### src/hw/rtl/walm_pkg.sv
// walm_pkg: shared constants and types for the windowed audio level meter
// depends on nothing; imported by every walm module
`default_nettype none
package walm_pkg;
  localparam int SAMPLE_BITS_DEF   = 16;
  localparam int INTERVAL_BITS_DEF = 24;
  localparam int COUNT_BITS_DEF    = 48;
  localparam int LEVEL_BITS        = 16;
  localparam int LOG_FRAC          = 24;
  localparam int LOG_INT_BITS      = 7;
  localparam int LOG_BITS          = LOG_FRAC + LOG_INT_BITS;
  localparam int MANT_BITS         = 33;
  localparam int QUEUE_DEPTH       = 4;
  localparam logic [32:0] CENTI_K  = 33'd5050445260;
  localparam logic signed [LEVEL_BITS-1:0] LEVEL_FLOOR = -16'sd20000;
  localparam logic [14:0] FLOOR_MAG = 15'd20000;
  localparam int DEFAULT_INTERVAL = 4800;

  // back-end sequencer states
  typedef enum logic [3:0] {
    ST_IDLE, ST_NORM, ST_SQUARE, ST_STEP, ST_NEXT, ST_MUL0, ST_MUL1, ST_ROUND, ST_OUT
  } lvl_state_t;
endpackage
`default_nettype wire

### src/hw/rtl/walm_queue.sv
// walm_queue: small synchronous fifo; the head is read combinationally from the array
// depends on walm_pkg
`default_nettype none
module walm_queue
  import walm_pkg::*;
#(
  parameter int WIDTH = 8,
  parameter int DEPTH = QUEUE_DEPTH
) (
  input  wire              clk,
  input  wire              rst,
  input  wire              push,
  input  wire [WIDTH-1:0]  wdata,
  input  wire              pop,
  output logic [WIDTH-1:0] rdata,
  output logic             empty,
  output logic             full
);
  localparam int AW = $clog2(DEPTH);
  logic [WIDTH-1:0] mem [DEPTH];
  logic [AW-1:0]    wptr, rptr;
  logic [AW:0]      fill;
  logic             do_push, do_pop;

  assign do_push = push && !full;
  assign do_pop  = pop && !empty;
  assign empty   = (fill == '0);
  assign full    = (fill == (AW+1)'(DEPTH));
  assign rdata   = mem[rptr];

  // pointers and fill count
  always_ff @(posedge clk) begin
    if (rst) begin
      wptr <= '0;
      rptr <= '0;
      fill <= '0;
    end else begin
      if (do_push) wptr <= (wptr == AW'(DEPTH-1)) ? '0 : wptr + 1'b1;
      if (do_pop)  rptr <= (rptr == AW'(DEPTH-1)) ? '0 : rptr + 1'b1;
      fill <= fill + (AW+1)'(do_push) - (AW+1)'(do_pop);
    end
  end

  always_ff @(posedge clk) begin
    if (do_push) mem[wptr] <= wdata;
  end
endmodule
`default_nettype wire

### config.mk
export PLATFORM = sky130hd
export DESIGN_NAME = walm_queue
export DESIGN_NICKNAME = d
export VERILOG_FILES = /design/src/hw/rtl/walm_pkg.sv /design/src/hw/rtl/walm_queue.sv
export SDC_FILE = /design/constraint.sdc
export NUM_CORES = 1
export LEC_CHECK = 0
export ABC_AREA = 1
export BUFFER_PORTS_ARGS = -buffer_cell sky130_fd_sc_hd__buf_2
export CAP_MARGIN = 20
export CORE_MARGIN = 2
export CORE_UTILIZATION = 50
export CTS_CLUSTER_SIZE = 40
export DETAILED_ROUTE_END_ITERATION = 7
export MAX_ROUTING_LAYER = met4
export PLACE_DENSITY_LB_ADDON = 0.15
export SLEW_MARGIN = 20
export SYNTH_ARGS = -nofsm -noshare
export SYNTH_HDL_FRONTEND = slang
export SYNTH_SLANG_ARGS = --single-unit
export TNS_END_PERCENT = 1
### constraint.sdc
create_clock -name clk -period 3.2 [get_ports clk]
set_input_delay 0.32 -clock clk [delete_from_list [all_inputs] [get_ports clk]]
set_output_delay 0.32 -clock clk [all_outputs]
set_load 0.01 [all_outputs]
==> results.sh <==
export IMPL_outcome="finished clean"
export IMPL_setup_tns_ns=0
export IMPL_slowest_stage="dfxtp_1"
export IMPL_clk_latency_ns=0.33
export IMPL_antennaDiodeCount=0
export IMPL_dr_total_vias=1072
export IMPL_dieHeight_um=62.3
export IMPL_postRouteAntennaNets=0
export IMPL_power_w=0.00147
export IMPL_grt_max_degree=18
export IMPL_cts_setup_buffers=0
export IMPL_ys_types=20
export IMPL_cts_buffers_inserted=5
export IMPL_die_area_um2=3880
export IMPL_syn_area_per_cell_um2=11.9
export IMPL_start_util=0.513
export IMPL_finalClockSkew_ns=0.0131
export IMPL_crit_family="flip-flops"
export IMPL_via_per_inst=4.96
export IMPL_vdd_drop_max_v=0.000408
export IMPL_cp_required_ns=2.88
export IMPL_antenna_found_initial=0
export IMPL_crit_path_start_kind="flip-flop"
export IMPL_path_cells="inv_2 > o21ai_0 > o22ai_1 > buf_2"
export IMPL_rsz0062_at_grt="false"
export IMPL_clockRootBuffer="clkbuf_4"
export IMPL_cts_tree="done"
export IMPL_setup_violations=0
export IMPL_critPathMaxStageDelay_ns=0.71
export IMPL_ys_warnings_count=0
export IMPL_holdBufCountCts=0
export IMPL_grt_usage=0.169
export IMPL_clockBufferDepth=2
export IMPL_post_route_period_util=0.657
export IMPL_hold_viol_final=0
export IMPL_met3_usage=0.0598
export IMPL_grt_pass1_vias=1059
export IMPL_drt_pre_antenna_iters=4
export IMPL_arrival_ns=1.78
export IMPL_criticalPathCategory="flip-flop to output port"
export IMPL_cp_end_kind="output port"
export IMPL_yosysSeqAreaShare=0.672
export IMPL_synthesis_nets=163
export IMPL_num_rows=21
export IMPL_first_iter_violations=46
export IMPL_tightest_slew_ns=0.868
export IMPL_io_pins=22
export IMPL_hold_class="input pin to flip-flop"
export IMPL_die_w_um=62.3
export IMPL_cts_reportedPaths_clkPinSlew_ns=0.10
export IMPL_grt_overflow_total=0
export IMPL_h_tree_depth=2
export IMPL_synth_flop_cell="edfxtp_1"
export IMPL_globalplace_congestion=0.712
export IMPL_grtUsageMet2=0.296
export IMPL_synth_common_cells="edfxtp_1 (32), nor2_1 (32), inv_1 (17)"
export IMPL_port_buffers=21
export IMPL_cp_max_fo=17
export IMPL_synth_edff_count=32
export IMPL_ctsResizeCount=0
export IMPL_async_flop_share=0
export IMPL_fin_nets=189
export IMPL_finalWirelength_mm=2.80
export IMPL_cap_violations=0
export IMPL_drcViolationCount=0
export IMPL_fill_cells=315
export IMPL_dp_hpwl_mm=1.95
export IMPL_power_density_nw_per_um2=777
export IMPL_drive_above_1_share=0.200
export IMPL_area_growth_pct=11.7
export IMPL_synth_top_area_frac=0.566
export IMPL_fmax_mhz=476
export IMPL_fin_hold_ws_ns=0.165
export IMPL_syn_inst=143
export IMPL_power_leakage_nw=0.761
export IMPL_synthTopCellsByArea="edfxtp_1 (57%), dfxtp_1 (11%), nor2_1 (7.1%), ha_1 (5.2%), inv_1 (3.8%)"
export IMPL_grt_first_pass_wirelength_mm=4.82
export IMPL_max_slew_margin=0.419
export IMPL_clock_sinks=41
export IMPL_grt_busiest_layer="met2"
export IMPL_synth_seq_cells=41
export IMPL_fin_crit_ns=2.10
export IMPL_met1_usage=0.176
export IMPL_avgRoutedWirePerCell_um=13.0
export IMPL_path_buf_inv=2
export IMPL_slew_violations=0
export IMPL_core_area_um2=3310
export IMPL_synth_area_um2=1700
export IMPL_synth_area_leader_cell="edfxtp_1"
-- logic make-up (layout without fill, tap and decap cells) --
| logic type | Yosys count | in the layout | synth area share |
|---|---|---|---|
| buffers and inverters | 20 | 47 | 0.0531 |
| DFF | 41 | 41 | 0.672 |
| adders and majority gates | 8 | 8 | 0.0634 |
| AOI/OAI and AO/OA | 27 | 27 | 0.0921 |
| and+or+nand+nor | 46 | 46 | 0.114 |
| xor gates and xnor gates | 1 | 1 | 0.00516 |
-- per-stage QoR --
stage	setup WS (ns)	instances	area [um^2]	utilization
6_report	1.10	216	1900	0.573
3_3_place_gp	1.37	208	1840	0.555
4_1_cts	1.04	216	1900	0.573
2_1_floorplan	1.35	143	1700	-
3_5_place_dp	1.26	208	1840	0.555
5_1_grt	0.852	216	1900	0.573
-- layer usage --
layer | vias to the layer above | wire (um) | part of all wire
met3 | 5 | 125 | 0.045
met5 | - | 0 | 0
met2 | 18 | 1440 | 0.52
met4 | 0 | 42 | 0.015
li1 | 539 | - | -
met1 | 510 | 1190 | 0.42
-- cell usage in the layout (no fill, tap or decap) --
| cell | count |
|---|---|
| a21oi_1 | 3 |
| buf_2 | 21 |
| clkbuf_1 | 2 |
| clkbuf_4 | 5 |
| clkbuf_8 | 1 |
| dfxtp_1 | 9 |
| edfxtp_1 | 32 |
| fa_1 | 1 |
| ha_1 | 7 |
| inv_1 | 17 |
| inv_2 | 1 |
| nand2_1 | 8 |
| nand2_2 | 1 |
| nand2_4 | 1 |
| nand3_1 | 1 |
| nand3b_1 | 2 |
| nor2_1 | 32 |
| o21ai_0 | 12 |
| o21ai_1 | 1 |
| o21ai_2 | 3 |
| o22ai_1 | 8 |
| or2_2 | 1 |
| xnor2_1 | 1 |
-- sequential cells by signal, indices dropped and copies added (netlist names), named ones only --
| register | flops |
|---|---|
| mem | 32 |
| rptr | 2 |
| wptr | 2 |
| fill | 3 |
-- power by group --
part	internal (W)	leakage (nW)	switching [W]
sequential	0.000666	0.368	0.0000674
combinational	0.000190	0.360	0.000296
clock	0.000109	0.0326	0.000147
-- worst paths after layout --
path         endpoint  depth (start not counted)  startpoint  slack, ns
min reg2reg   rptr[1]                          2     rptr[1]       0.53
min           fill[0]                          2         rst       0.17
max          rdata[3]                          4   flip-flop       1.10
max reg2reg   fill[2]                         11     fill[1]       1.26
-- cell type report --
class                      instances  area, um^2  area share
clock buffer                       8        58.8      0.0310
inverter                          18        67.6      0.0356
multi-input combinational         82         467       0.246
sequential                        41        1140       0.602
tap                               46        57.6      0.0303
timing repair buffer              21         105      0.0554
No activity file was read; power rests on OpenSTA's default activity.
