<file path="src/hw/rtl/walm_pkg.sv">
// walm_pkg: shared constants and types for the windowed audio level meter
// depends on nothing; imported by every walm module
`default_nettype none
package walm_pkg;
  localparam int SAMPLE_BITS_DEF   = 16;
  localparam int INTERVAL_BITS_DEF = 24;
  localparam int COUNT_BITS_DEF    = 48;
  localparam int LEVEL_BITS        = 16;
  localparam int LOG_FRAC          = 24;
  localparam int LOG_INT_BITS      = 7;
  localparam int LOG_BITS          = LOG_FRAC + LOG_INT_BITS;
  localparam int MANT_BITS         = 33;
  localparam int QUEUE_DEPTH       = 4;
  localparam logic [32:0] CENTI_K  = 33'd5050445260;
  localparam logic signed [LEVEL_BITS-1:0] LEVEL_FLOOR = -16'sd20000;
  localparam logic [14:0] FLOOR_MAG = 15'd20000;
  localparam int DEFAULT_INTERVAL = 4800;

  // back-end sequencer states
  typedef enum logic [3:0] {
    ST_IDLE, ST_NORM, ST_SQUARE, ST_STEP, ST_NEXT, ST_MUL0, ST_MUL1, ST_ROUND, ST_OUT
  } lvl_state_t;
endpackage
`default_nettype wire

</file>
<file path="src/hw/rtl/walm_front.sv">
// walm_front: squares samples, keeps window and total counts, closes windows
// depends on walm_pkg
`default_nettype none
module walm_front
  import walm_pkg::*;
#(
  parameter int SAMPLE_BITS   = SAMPLE_BITS_DEF,
  parameter int INTERVAL_BITS = INTERVAL_BITS_DEF,
  parameter int COUNT_BITS    = COUNT_BITS_DEF,
  parameter int ACC_BITS      = INTERVAL_BITS + 2*SAMPLE_BITS - 1
) (
  input  wire                           clk,
  input  wire                           rst,
  input  wire                           in_valid,
  input  wire signed [SAMPLE_BITS-1:0]  sample,
  input  wire [INTERVAL_BITS-1:0]       report_interval,
  output logic                          close_valid,
  output logic [ACC_BITS-1:0]           close_sum,
  output logic [INTERVAL_BITS-1:0]      close_count,
  output logic [COUNT_BITS-1:0]         close_total
);
  localparam int SQ_BITS = 2*SAMPLE_BITS;

  logic [SAMPLE_BITS-1:0]   mag;
  logic [SQ_BITS-1:0]       sq;
  logic [ACC_BITS:0]        sum_ext;
  logic [ACC_BITS-1:0]      acc_next;
  logic [INTERVAL_BITS-1:0] win_next;
  logic [INTERVAL_BITS-1:0] interval;
  logic [COUNT_BITS-1:0]    total_count;
  logic [INTERVAL_BITS-1:0] window_count;
  logic [ACC_BITS-1:0]      power_accumulator;

  // magnitude and square; the most negative code gives 2^(N-1)
  always_comb begin
    mag = sample[SAMPLE_BITS-1] ? (~sample + 1'b1) : sample;
    sq  = SQ_BITS'(mag) * SQ_BITS'(mag);
    sum_ext = {1'b0, power_accumulator} + (ACC_BITS+1)'(sq);
    acc_next = sum_ext[ACC_BITS] ? '1 : sum_ext[ACC_BITS-1:0];
    win_next = window_count + 1'b1;
    interval = (report_interval == '0) ? INTERVAL_BITS'(1) : report_interval;
  end

  // accumulate, count and close a window when the count reaches the interval
  always_ff @(posedge clk) begin
    if (rst) begin
      total_count       <= '0;
      window_count      <= '0;
      power_accumulator <= '0;
      close_valid       <= 1'b0;
    end else begin
      close_valid <= 1'b0;
      if (in_valid) begin
        total_count <= total_count + 1'b1;
        if (win_next >= interval) begin
          close_valid       <= 1'b1;
          window_count      <= '0;
          power_accumulator <= '0;
        end else begin
          window_count      <= win_next;
          power_accumulator <= acc_next;
        end
      end
    end
  end

  always_ff @(posedge clk) begin
    if (in_valid) begin
      close_sum   <= acc_next;
      close_count <= win_next;
      close_total <= total_count + 1'b1;
    end
  end
endmodule
`default_nettype wire

</file>
<file path="config.mk">
export PLATFORM = sky130hd
export DESIGN_NAME = walm_front
export DESIGN_NICKNAME = d
export VERILOG_FILES = /design/src/hw/rtl/walm_pkg.sv /design/src/hw/rtl/walm_front.sv
export SDC_FILE = /design/constraint.sdc
export NUM_CORES = 1
export LEC_CHECK = 0
export ABC_CLOCK_PERIOD_IN_PS = 20600
export BUFFER_PORTS_ARGS = -buffer_cell sky130_fd_sc_hd__buf_2
export CAP_MARGIN = 20
export CORE_MARGIN = 8
export CORE_UTILIZATION = 50
export DETAILED_ROUTE_END_ITERATION = 10
export PLACE_DENSITY = 0.72
export SYNTH_ARGS = -nofsm -noshare
export SYNTH_HDL_FRONTEND = slang
export SYNTH_SLANG_ARGS = --single-unit
</file>
<file path="constraint.sdc">
create_clock -name clk -period 20.6 [get_ports clk]
set_input_delay 4.12 -clock clk [delete_from_list [all_inputs] [get_ports clk]]
set_output_delay 4.12 -clock clk [all_outputs]
set_load 0.02 [all_outputs]
</file>
==> reports/metrics.yaml <==
status:
  outcome: "finished, final reports clean"
yosys:
  ys_seq_area_frac: 0.317
  synth_area_leader_cell: "fa_1"
  yosys_register_bits: 255
  synth_top_area_frac: 0.194
  ys_async_sr_fraction: 0
  synth_common_cells: "inv_1 (386), nand2_1 (234), fa_1 (195)"
  synth_edf_count: 127
  syn_inst: 2154
  yosysWarnings: 0
  synth_area_mm2: 0.0201
  synth_area_leaders: "fa_1 (19%), edfxtp_1 (19%), dfxtp_1 (13%)"
  avgSynthCellArea_um2: 9.33
  yosys.cell_count.top_type: "inv_1"
  synth_ff_type: "dfxtp_1"
  synthDistinctLibCells: 71
cells_and_area:
  fillCellCount: 3495
  num_antenna_cells: 0
  areaGrowthSynthToFinish_pct: 11.2
  final_cells: 2839
  layout-drive-gt1-share: 0.108
  num-nets-final: 2663
place:
  place.gp.congestion: 0.913
  placed_cells: 2786
  dp_hpwl_mm: 37.9
  preCtsSetupSlack_ns: 6.93
  port_buffers: 170
timing:
  rsz0062_at_grt: "false"
  hold_viol_final: 0
  fin_crit_sh: 0.634
  totalNegativeSetupSlack_ns: 0
  max_slew_margin: 0.248
  drv_slew: 0
  tightest_slew_ns: 1.12
  hold_ws_ns: 0.473
  fmax_ghz: 0.0766
  layout_min_cycle_time_ns: 13.06
  fin_worst_skew_ns: 0.0110
  setup_slack_ns: 7.54
  setup_viol: 0
clock_tree:
  cts_max_path_buffers: 3
  clock-root-buffer: "clkbuf_16"
  cts_tree: "done"
  clkSinkCount: 255
  clk_latency_ns: 0.57
  cts_setup_buffers: 0
  ctsHtreeMaxLevel: 1
  clk_pin_slew_ns: 0.06
  ctsHoldBuffers: 0
  cts_buffers: 29
  cts-resized-gates: 0
global_routing:
  grt_pass1_wl_mm: 77.9
  grt_pass1_vias: 15349
  grt_usage: 0.202
  grt_max_degree: 80
  grt-ovfl-total: 0
  antenna_found_initial: 0
job:
  timing.max_cap.violations: 0
worst_setup_path:
  cp_max_fo: 41
  timing.rr.start: "power_accumulator[14]$_SDFFE_PP0P_"
  critPathSlowestCell: "o21ai_4"
  r2r_setup_slack_ns: 14.71
  reg2reg_depth: 18
  end_kind: "flop"
  worstSetupStartpoint: "sample[3]"
  cp-start-kind: "input port"
  path_class: "input port to flop"
  cp_slowest_stage_delay_ns: 0.76
  r2r-end: "power_accumulator[34]$_SDFFE_PP0P_"
  required_ns: 21.06
  cp.arrival_ns: 13.51
  endpoint: "power_accumulator[34]$_SDFFE_PP0P_"
die:
  rows: 73
  fp.dieW_um: 217
  io_pins: 171
  die_h_um: 217
  core_mm2: 0.0397
  initial_core_util: 0.506
  die_area_mm2: 0.0469
route:
  viasPerCell: 5.43
  antenna_left: 0
  drt_wl_total_mm: 48.7
  wl_per_cell_um: 17.2
  drt_iter0_markers: 1133
  first_pass_iters: 5
  remaining_drc_errors: 0
  vias: 15418
hold_path:
  min-delay-path-class: "flop to flop"
[cell type report]
| class | instances | area, µm² | area share |
|---|---|---|---|
| Clock inverter | 17 | 184 | 0.00822 |
| Tap cell | 525 | 657 | 0.0294 |
| Timing Repair Buffer | 183 | 957 | 0.0428 |
| Sequential cell | 255 | 6380 | 0.285 |
| Inverter | 394 | 1480 | 0.0661 |
| Clock buffer | 36 | 752 | 0.0336 |
| Multi-Input combinational cell | 1429 | 12000 | 0.535 |
[per-stage QoR]
step	cell area [µm²]	utilization
detailed placement	21400	0.539
global route	22400	0.563
global placement	21400	0.539
finish	22400	0.563
CTS	22400	0.563
floorplan	20100	-
[cells by family (layout without fill, tap and decap cells)]
kind of cell	Yosys count	count (layout)	synth area share
AO/OA/AOI/OAI	272	272	0.0869
XOR/XNOR	171	171	0.0745
adder cells (fa/ha/maj)	328	328	0.277
buffers and inverters	479	630	0.0910
flip-flops	255	255	0.317
multiplexers	6	6	0.00317
other	2	11	0.000374
AND/OR/NAND/NOR	641	641	0.150
[cells in the final DEF, fill, tap and decap left out, types with 77 or more instances in the layout]
cell / instances
nand2_1: 234
nand3_1: 77
inv_1: 386
dfxtp_1: 128
buf_2: 169
fa_1: 195
ha_1: 133
edfxtp_1: 127
xor2_1: 94
xnor2_1: 77
nor2_1: 157
a21oi_1: 84
[worst min path at each step]
stage / startpoint / end / cells past startpoint
2_1_floorplan: power_accumulator[28]$_SDFFE_PP0P_ / power_accumulator[28]$_SDFFE_PP0P_ / 1
6_report: power_accumulator[27]$_SDFFE_PP0P_ / power_accumulator[27]$_SDFFE_PP0P_ / 1
4_1_cts: power_accumulator[27]$_SDFFE_PP0P_ / power_accumulator[27]$_SDFFE_PP0P_ / 1
3_5_place_dp: power_accumulator[27]$_SDFFE_PP0P_ / power_accumulator[27]$_SDFFE_PP0P_ / 1
3_3_place_gp: power_accumulator[27]$_SDFFE_PP0P_ / power_accumulator[27]$_SDFFE_PP0P_ / 1
5_1_grt: power_accumulator[17]$_SDFFE_PP0P_ / power_accumulator[17]$_SDFFE_PP0P_ / 1
[flip-flops by register name, summed over array words and instances, names as in the netlist]
name               flops
close_total           48
close_valid            1
close_count           24
close_sum             55
power_accumulator     55
total_count           48
window_count          24
[critical path, delay by kind of cell]
kind	cells	cell delay, ns
adder cells (fa/ha/maj)	7	3.53
AO/OA/AOI/OAI	8	2.53
buffers and inverters	8	1.47
AND/OR/NAND/NOR	5	1.32
XOR/XNOR	1	0.51
[routing by layer]
metal | vias up | share of wire | GRT usage | routed length, µm
li1 | 7244 | - | - | -
met1 | 7593 | 0.42 | 0.256 | 20200
met2 | 476 | 0.49 | 0.346 | 24000
met3 | 105 | 0.064 | 0.0386 | 3100
met4 | 0 | 0.028 | 0.0609 | 1380
met5 | - | 0 | 0 | 0
Power is left out: the tool's default activity adds up to more than one toggle a clock period on the data nets, which glitch-free logic cannot reach.
