--- config.mk ---
export PLATFORM = sky130hd
export DESIGN_NAME = walm_level
export DESIGN_NICKNAME = d
export VERILOG_FILES = /design/src/hw/rtl/walm_pkg.sv /design/src/hw/rtl/walm_level.sv
export SDC_FILE = /design/constraint.sdc
export NUM_CORES = 2
export LEC_CHECK = 0
export BUFFER_PORTS_ARGS = -buffer_cell sky130_fd_sc_hd__buf_2
export CORE_UTILIZATION = 40
export CTS_CLUSTER_SIZE = 40
export DETAILED_ROUTE_END_ITERATION = 7
export SLEW_MARGIN = 25
export SYNTH_ARGS = -nofsm -noshare
export SYNTH_HDL_FRONTEND = slang
export SYNTH_SLANG_ARGS = --single-unit
--- constraint.sdc ---
create_clock -name clk -period 12.85 [get_ports clk]
set_clock_uncertainty 0.1 [all_clocks]
set_input_delay 0.6425 -clock clk [delete_from_list [all_inputs] [get_ports clk]]
set_output_delay 0.6425 -clock clk [all_outputs]
set_load 0.005 [all_outputs]
--- src/hw/rtl/walm_pkg.sv ---
// walm_pkg: shared constants and types for the windowed audio level meter
// depends on nothing; imported by every walm module
`default_nettype none
package walm_pkg;
  localparam int SAMPLE_BITS_DEF   = 16;
  localparam int INTERVAL_BITS_DEF = 24;
  localparam int COUNT_BITS_DEF    = 48;
  localparam int LEVEL_BITS        = 16;
  localparam int LOG_FRAC          = 24;
  localparam int LOG_INT_BITS      = 7;
  localparam int LOG_BITS          = LOG_FRAC + LOG_INT_BITS;
  localparam int MANT_BITS         = 33;
  localparam int QUEUE_DEPTH       = 4;
  localparam logic [32:0] CENTI_K  = 33'd5050445260;
  localparam logic signed [LEVEL_BITS-1:0] LEVEL_FLOOR = -16'sd20000;
  localparam logic [14:0] FLOOR_MAG = 15'd20000;
  localparam int DEFAULT_INTERVAL = 4800;

  // back-end sequencer states
  typedef enum logic [3:0] {
    ST_IDLE, ST_NORM, ST_SQUARE, ST_STEP, ST_NEXT, ST_MUL0, ST_MUL1, ST_ROUND, ST_OUT
  } lvl_state_t;
endpackage
`default_nettype wire

--- src/hw/rtl/walm_level.sv ---
// walm_level: sequential log2 difference and dB scaling of a closed window
// depends on walm_pkg
`default_nettype none
module walm_level
  import walm_pkg::*;
#(
  parameter int SAMPLE_BITS   = SAMPLE_BITS_DEF,
  parameter int INTERVAL_BITS = INTERVAL_BITS_DEF,
  parameter int COUNT_BITS    = COUNT_BITS_DEF,
  parameter int ACC_BITS      = INTERVAL_BITS + 2*SAMPLE_BITS - 1
) (
  input  wire                          clk,
  input  wire                          rst,
  input  wire                          job_valid,
  input  wire [ACC_BITS-1:0]           job_sum,
  input  wire [INTERVAL_BITS-1:0]      job_count,
  input  wire [COUNT_BITS-1:0]         job_total,
  output logic                         job_take,
  output logic                         res_valid,
  output logic [COUNT_BITS-1:0]        res_total,
  output logic signed [LEVEL_BITS-1:0] res_level,
  input  wire                          res_full
);
  localparam int XW = (ACC_BITS > INTERVAL_BITS) ? ACC_BITS : INTERVAL_BITS;
  localparam int EW = $clog2(XW);
  localparam logic [LOG_BITS-1:0] BIAS = LOG_BITS'(2*(SAMPLE_BITS-1)) << LOG_FRAC;

  lvl_state_t state, state_next;
  logic [XW-1:0]         x;
  logic                  second;     // working on count
  logic [31:0]           y;
  logic [63:0]           ysq;
  logic [4:0]            bit_idx;
  logic [LOG_BITS-1:0]   r, ls;
  logic [COUNT_BITS-1:0] total;
  logic [INTERVAL_BITS-1:0] cnt;
  logic [LOG_BITS-1:0]   m;
  logic [63:0]           prod_lo;
  logic [LOG_BITS+33:0]  prod;
  logic                  zero_pow;
  logic [XW-1:0]         xnorm;
  logic [EW-1:0]         top;
  logic [LOG_BITS:0]     lc;
  logic [LOG_BITS+33:0]  rounded;
  logic [15:0]           cmag;

  // top set bit, one search over the word in the normalize step
  always_comb begin
    top = '0;
    for (int i = 0; i < XW; i++)
      if (x[i]) top = EW'(i);
  end

  always_comb begin
    xnorm = (top >= EW'(31)) ? (x >> (top - EW'(31))) : (x << (EW'(31) - top));
    ysq   = 64'(y) * 64'(y);
    lc    = {1'b0, r} + {1'b0, BIAS};
    rounded = prod + ((LOG_BITS+34)'(1) << 47);
    cmag  = 16'(rounded >> 48);
  end

  // sequencer
  always_comb begin
    state_next = state;
    job_take   = 1'b0;
    unique case (state)
      ST_IDLE:   if (job_valid) begin
                   job_take = 1'b1;
                   state_next = ST_NORM;
                 end
      ST_NORM:   state_next = zero_pow ? ST_OUT : ST_SQUARE;
      ST_SQUARE: state_next = ST_STEP;
      ST_STEP:   state_next = (bit_idx == 5'd0) ? ST_NEXT : ST_SQUARE;
      ST_NEXT:   state_next = second ? ST_MUL0 : ST_NORM;
      ST_MUL0:   state_next = ST_MUL1;
      ST_MUL1:   state_next = ST_ROUND;
      ST_ROUND:  state_next = ST_OUT;
      ST_OUT:    if (!res_full) state_next = ST_IDLE;
      default:   state_next = ST_IDLE;
    endcase
  end

  always_ff @(posedge clk) begin
    if (rst) state <= ST_IDLE;
    else     state <= state_next;
  end

  assign res_valid = (state == ST_OUT) && !res_full;

  // datapath: two log2 passes, then the scaled product in two halves
  always_ff @(posedge clk) begin
    case (state)
      ST_IDLE: begin
        cnt      <= job_count;
        total    <= job_total;
        x        <= XW'(job_sum);
        second   <= 1'b0;
        zero_pow <= (job_sum == '0) || (job_count == '0);
        res_level <= LEVEL_FLOOR;
      end
      ST_NORM: begin
        y       <= xnorm[31:0];
        r       <= LOG_BITS'(top) << LOG_FRAC;
        bit_idx <= 5'(LOG_FRAC - 1);
        res_total <= total;
      end
      // square the mantissa; a result of two or more gives a one bit and is halved
      ST_SQUARE: begin
        if (ysq[63]) begin
          r[bit_idx] <= 1'b1;
          y <= ysq[63:32];
        end else begin
          y <= ysq[62:31];
        end
      end
      ST_STEP: bit_idx <= bit_idx - 1'b1;
      ST_NEXT: begin
        if (!second) begin
          ls     <= r;
          x      <= XW'(cnt);
          second <= 1'b1;
        end else if (lc <= {1'b0, ls}) begin
          m <= '0;
        end else begin
          m <= LOG_BITS'(lc - {1'b0, ls});
        end
      end
      ST_MUL0: prod_lo <= 64'(m[15:0]) * 64'(CENTI_K);
      ST_MUL1: prod <= ((LOG_BITS+34)'(m[LOG_BITS-1:16]) * (LOG_BITS+34)'(CENTI_K) << 16)
                       + (LOG_BITS+34)'(prod_lo);
      ST_ROUND: begin
        if ((rounded >> 48) >= (LOG_BITS+34)'(FLOOR_MAG)) res_level <= LEVEL_FLOOR;
        else res_level <= -$signed(cmag);
      end
      default: ;
    endcase
  end
endmodule
`default_nettype wire

==> impl_metrics.yaml <==
setup_path:
  r2r-end: "r[15]"
  endpoint: "r[15]"
  cp_slowest_cell: "edfxtp_1"
  crit_top_cell: "fa_1"
  crit_required_ns: 13.02
  cpPeakStageDelay_ns: 0.88
  startpoint: "y[16]"
  endpoint_kind: "flip-flop"
  arrival_ns: 10.82
  r2r_start: "y[16]"
  startpoint_type: "flip-flop"
  r2r_slack_ns: 2.19
  cp_max_fo: 44
  criticalPathCategory: "flip-flop to flip-flop"
  r2r_cells: 29
layout:
  area_growth_pct: 7.59
  fillCellCount: 15300
  drive_gt1_share_pct: 7.71
  nNetsFinal: 8351
clock_network:
  cts_root_buf: "clkbuf_16"
  clkTransAtPathRegs_ns: 0.07
  htreeDepth: 2
  post_cts.repair.setup_buffers: 0
  cts_sinks: 376
  clockBufferDepth: 3
  holdBufCountCts: 0
  cts_tree: "done"
  cts.repair.resized: 0
  insertion_delay_ns: 0.64
  cts_made_buffers: 46
run_status:
  status: "completed"
routing:
  wl_per_cell_microns: 19.7
  first_iter_violations: 2733
  via_count: 43900
  antenna_left: 0
  wl_mm: 168
  dr.pass1.iters: 5
  top_layer_used: "met5"
  avgViaCountPerCell: 5.15
  met1_length_mm: 73.3
  dr_wl_met3_mm: 9.99
  met2_wirelength_mm: 79.8
  drcViolationCount: 0
timing:
  fmax_mhz: 93.8
  hold_viol_final: 0
  maxSlewHeadroom_pct: 28.0
  tightest_slew_ns: 1.08
  period_share_pct: 82.9
  rsz0062_at_grt: "no"
  finalSetupTns_ns: 0
  drv_slew: 0
  timing.hold.ws_ns: 0.0713
  setup_viol: 0
  fin_crit_ns: 10.66
synth:
  synth.area.top_cells: "fa_1, edfxtp_1, ha_1, inv_1, nand2_1"
  synthArstFlopShare_pct: 0
  synth_edf_count: 372
  yosysUniqueCellTypes: 91
  synth_commonest_cells: "inv_1, fa_1, ha_1"
  ys_seq_elements: 376
  yosysTopAreaCell: "fa_1"
  synth.most_common_cell: "inv_1"
  yosys_warnings: 0
  syn_area_sq_um: 64300
  syn_avg_cell_area_sq_um: 10.2
  syn_nets: 8250
  netlist_instances: 6307
  synth-main-ff-cell: "edfxtp_1"
  synth_top_area_share_pct: 35.4
  seq_area_frac_synth_pct: 17.5
min_path:
  hp-class: "input port to flip-flop"
global_routing:
  grt_pass1_wl_mm: 267
  grt_pass1_vias: 47100
  grt_use_total_pct: 21.1
  antenna_found_initial: 9
  grt_max_degree: 75
  overflow: 0
floorplan:
  io-pin-count: 197
  num_rows: 146
  core_sq_um: 159000
  die_area_sq_um: 162000
  die_w_microns: 403
  start_util_pct: 40.4
  die_h_microns: 403
placement:
  dp_hpwl_mm: 139
  globalplace.congestion: 0.965
  portBuffers: 196
job:
  drv_cap: 0
[critical path, delay by kind of cell, from the launching register on]
kind	cells	cell delay, ns
buffers and inverters	7	1.03
AND/OR/NAND/NOR	3	0.82
AO/OA/AOI/OAI	10	3.14
adder cells (fa/ha/maj)	9	4.26
flip-flops	1	0.88
[cells in the final DEF (no fill, tap or decap), drive strengths merged, types with 71 or more instances in the layout]
cell type,instances
nand2,414
ha,677
a21o,71
mux2i,126
nor2,317
nor3,80
o21ai,111
fa,1135
buf,261
inv,1528
and2,210
edfxtp,372
a21oi,198
xnor2,101
[logic make-up (layout without fill, tap and decap cells)]
logic type,after synthesis,after routing,synth area share (%)
fa+ha+maj,1812,1812,48.5
buf+inv,1736,1873,10.2
simple gates,1317,1317,9.89
compound gates,667,667,6.84
flops,376,376,17.5
mux,235,235,4.75
xor+xnor,164,164,2.25
other cells,0,3,0
[layer usage]
layer	GRT usage (%)	vias to the layer above
met3	3.03	246
met1	28.7	22100
met4	5.22	8
li1	-	20300
met2	35.2	1312
met5	0	-
[state kept, by name, indices dropped and copies added, names as in the netlist]
register and flops:
x 55, res_total 48, total 48, y 32
ls 31, m 31, prod_lo 31, r 31
cnt 24, prod 18, res_level 16, bit_idx 5
state 4, second 1, zero_pow 1
[worst min-delay path by stage]
| stage | from | end | slack, ns | cells past startpoint |
|---|---|---|---|---|
| floorplan | total[0] | res_total[0] | 0.30 | 0 |
| global placement | total[38] | res_total[38] | 0.30 | 0 |
| detailed placement | total[28] | res_total[28] | 0.30 | 0 |
| CTS | job_total[17] | total[17] | 0.002 | 1 |
| global route | job_total[17] | total[17] | 0.03 | 1 |
| finish | job_total[17] | total[17] | 0.07 | 1 |
[final cells by class]
class                      count  area (sq um)  area share (%)
antenna                        3          7.51          0.0109
clock buffer                  53          1180            1.70
clock inverter                31           383           0.554
inverter                    1528          5740            8.30
multi-input combinational   4195         46500            67.3
sequential                   376         11300            16.3
tap                         2072          2590            3.75
timing repair buffer         261          1480            2.14
[through the flow]
step / utilization, % / worst slack [ns] / cells / area, sq um
2_1_floorplan: - / 1.99 / 6307 / 64300
3_3_place_gp: 42.5 / 2.28 / 8431 / 67600
3_5_place_dp: 42.5 / 2.25 / 8432 / 67600
4_1_cts: 43.5 / 2.23 / 8516 / 69100
5_1_grt: 43.5 / 1.70 / 8518 / 69100
6_report: 43.5 / 2.19 / 8519 / 69200
Power is left out: the tool's default activity adds up to more than one toggle a clock period on the data nets, which glitch-free logic cannot reach.
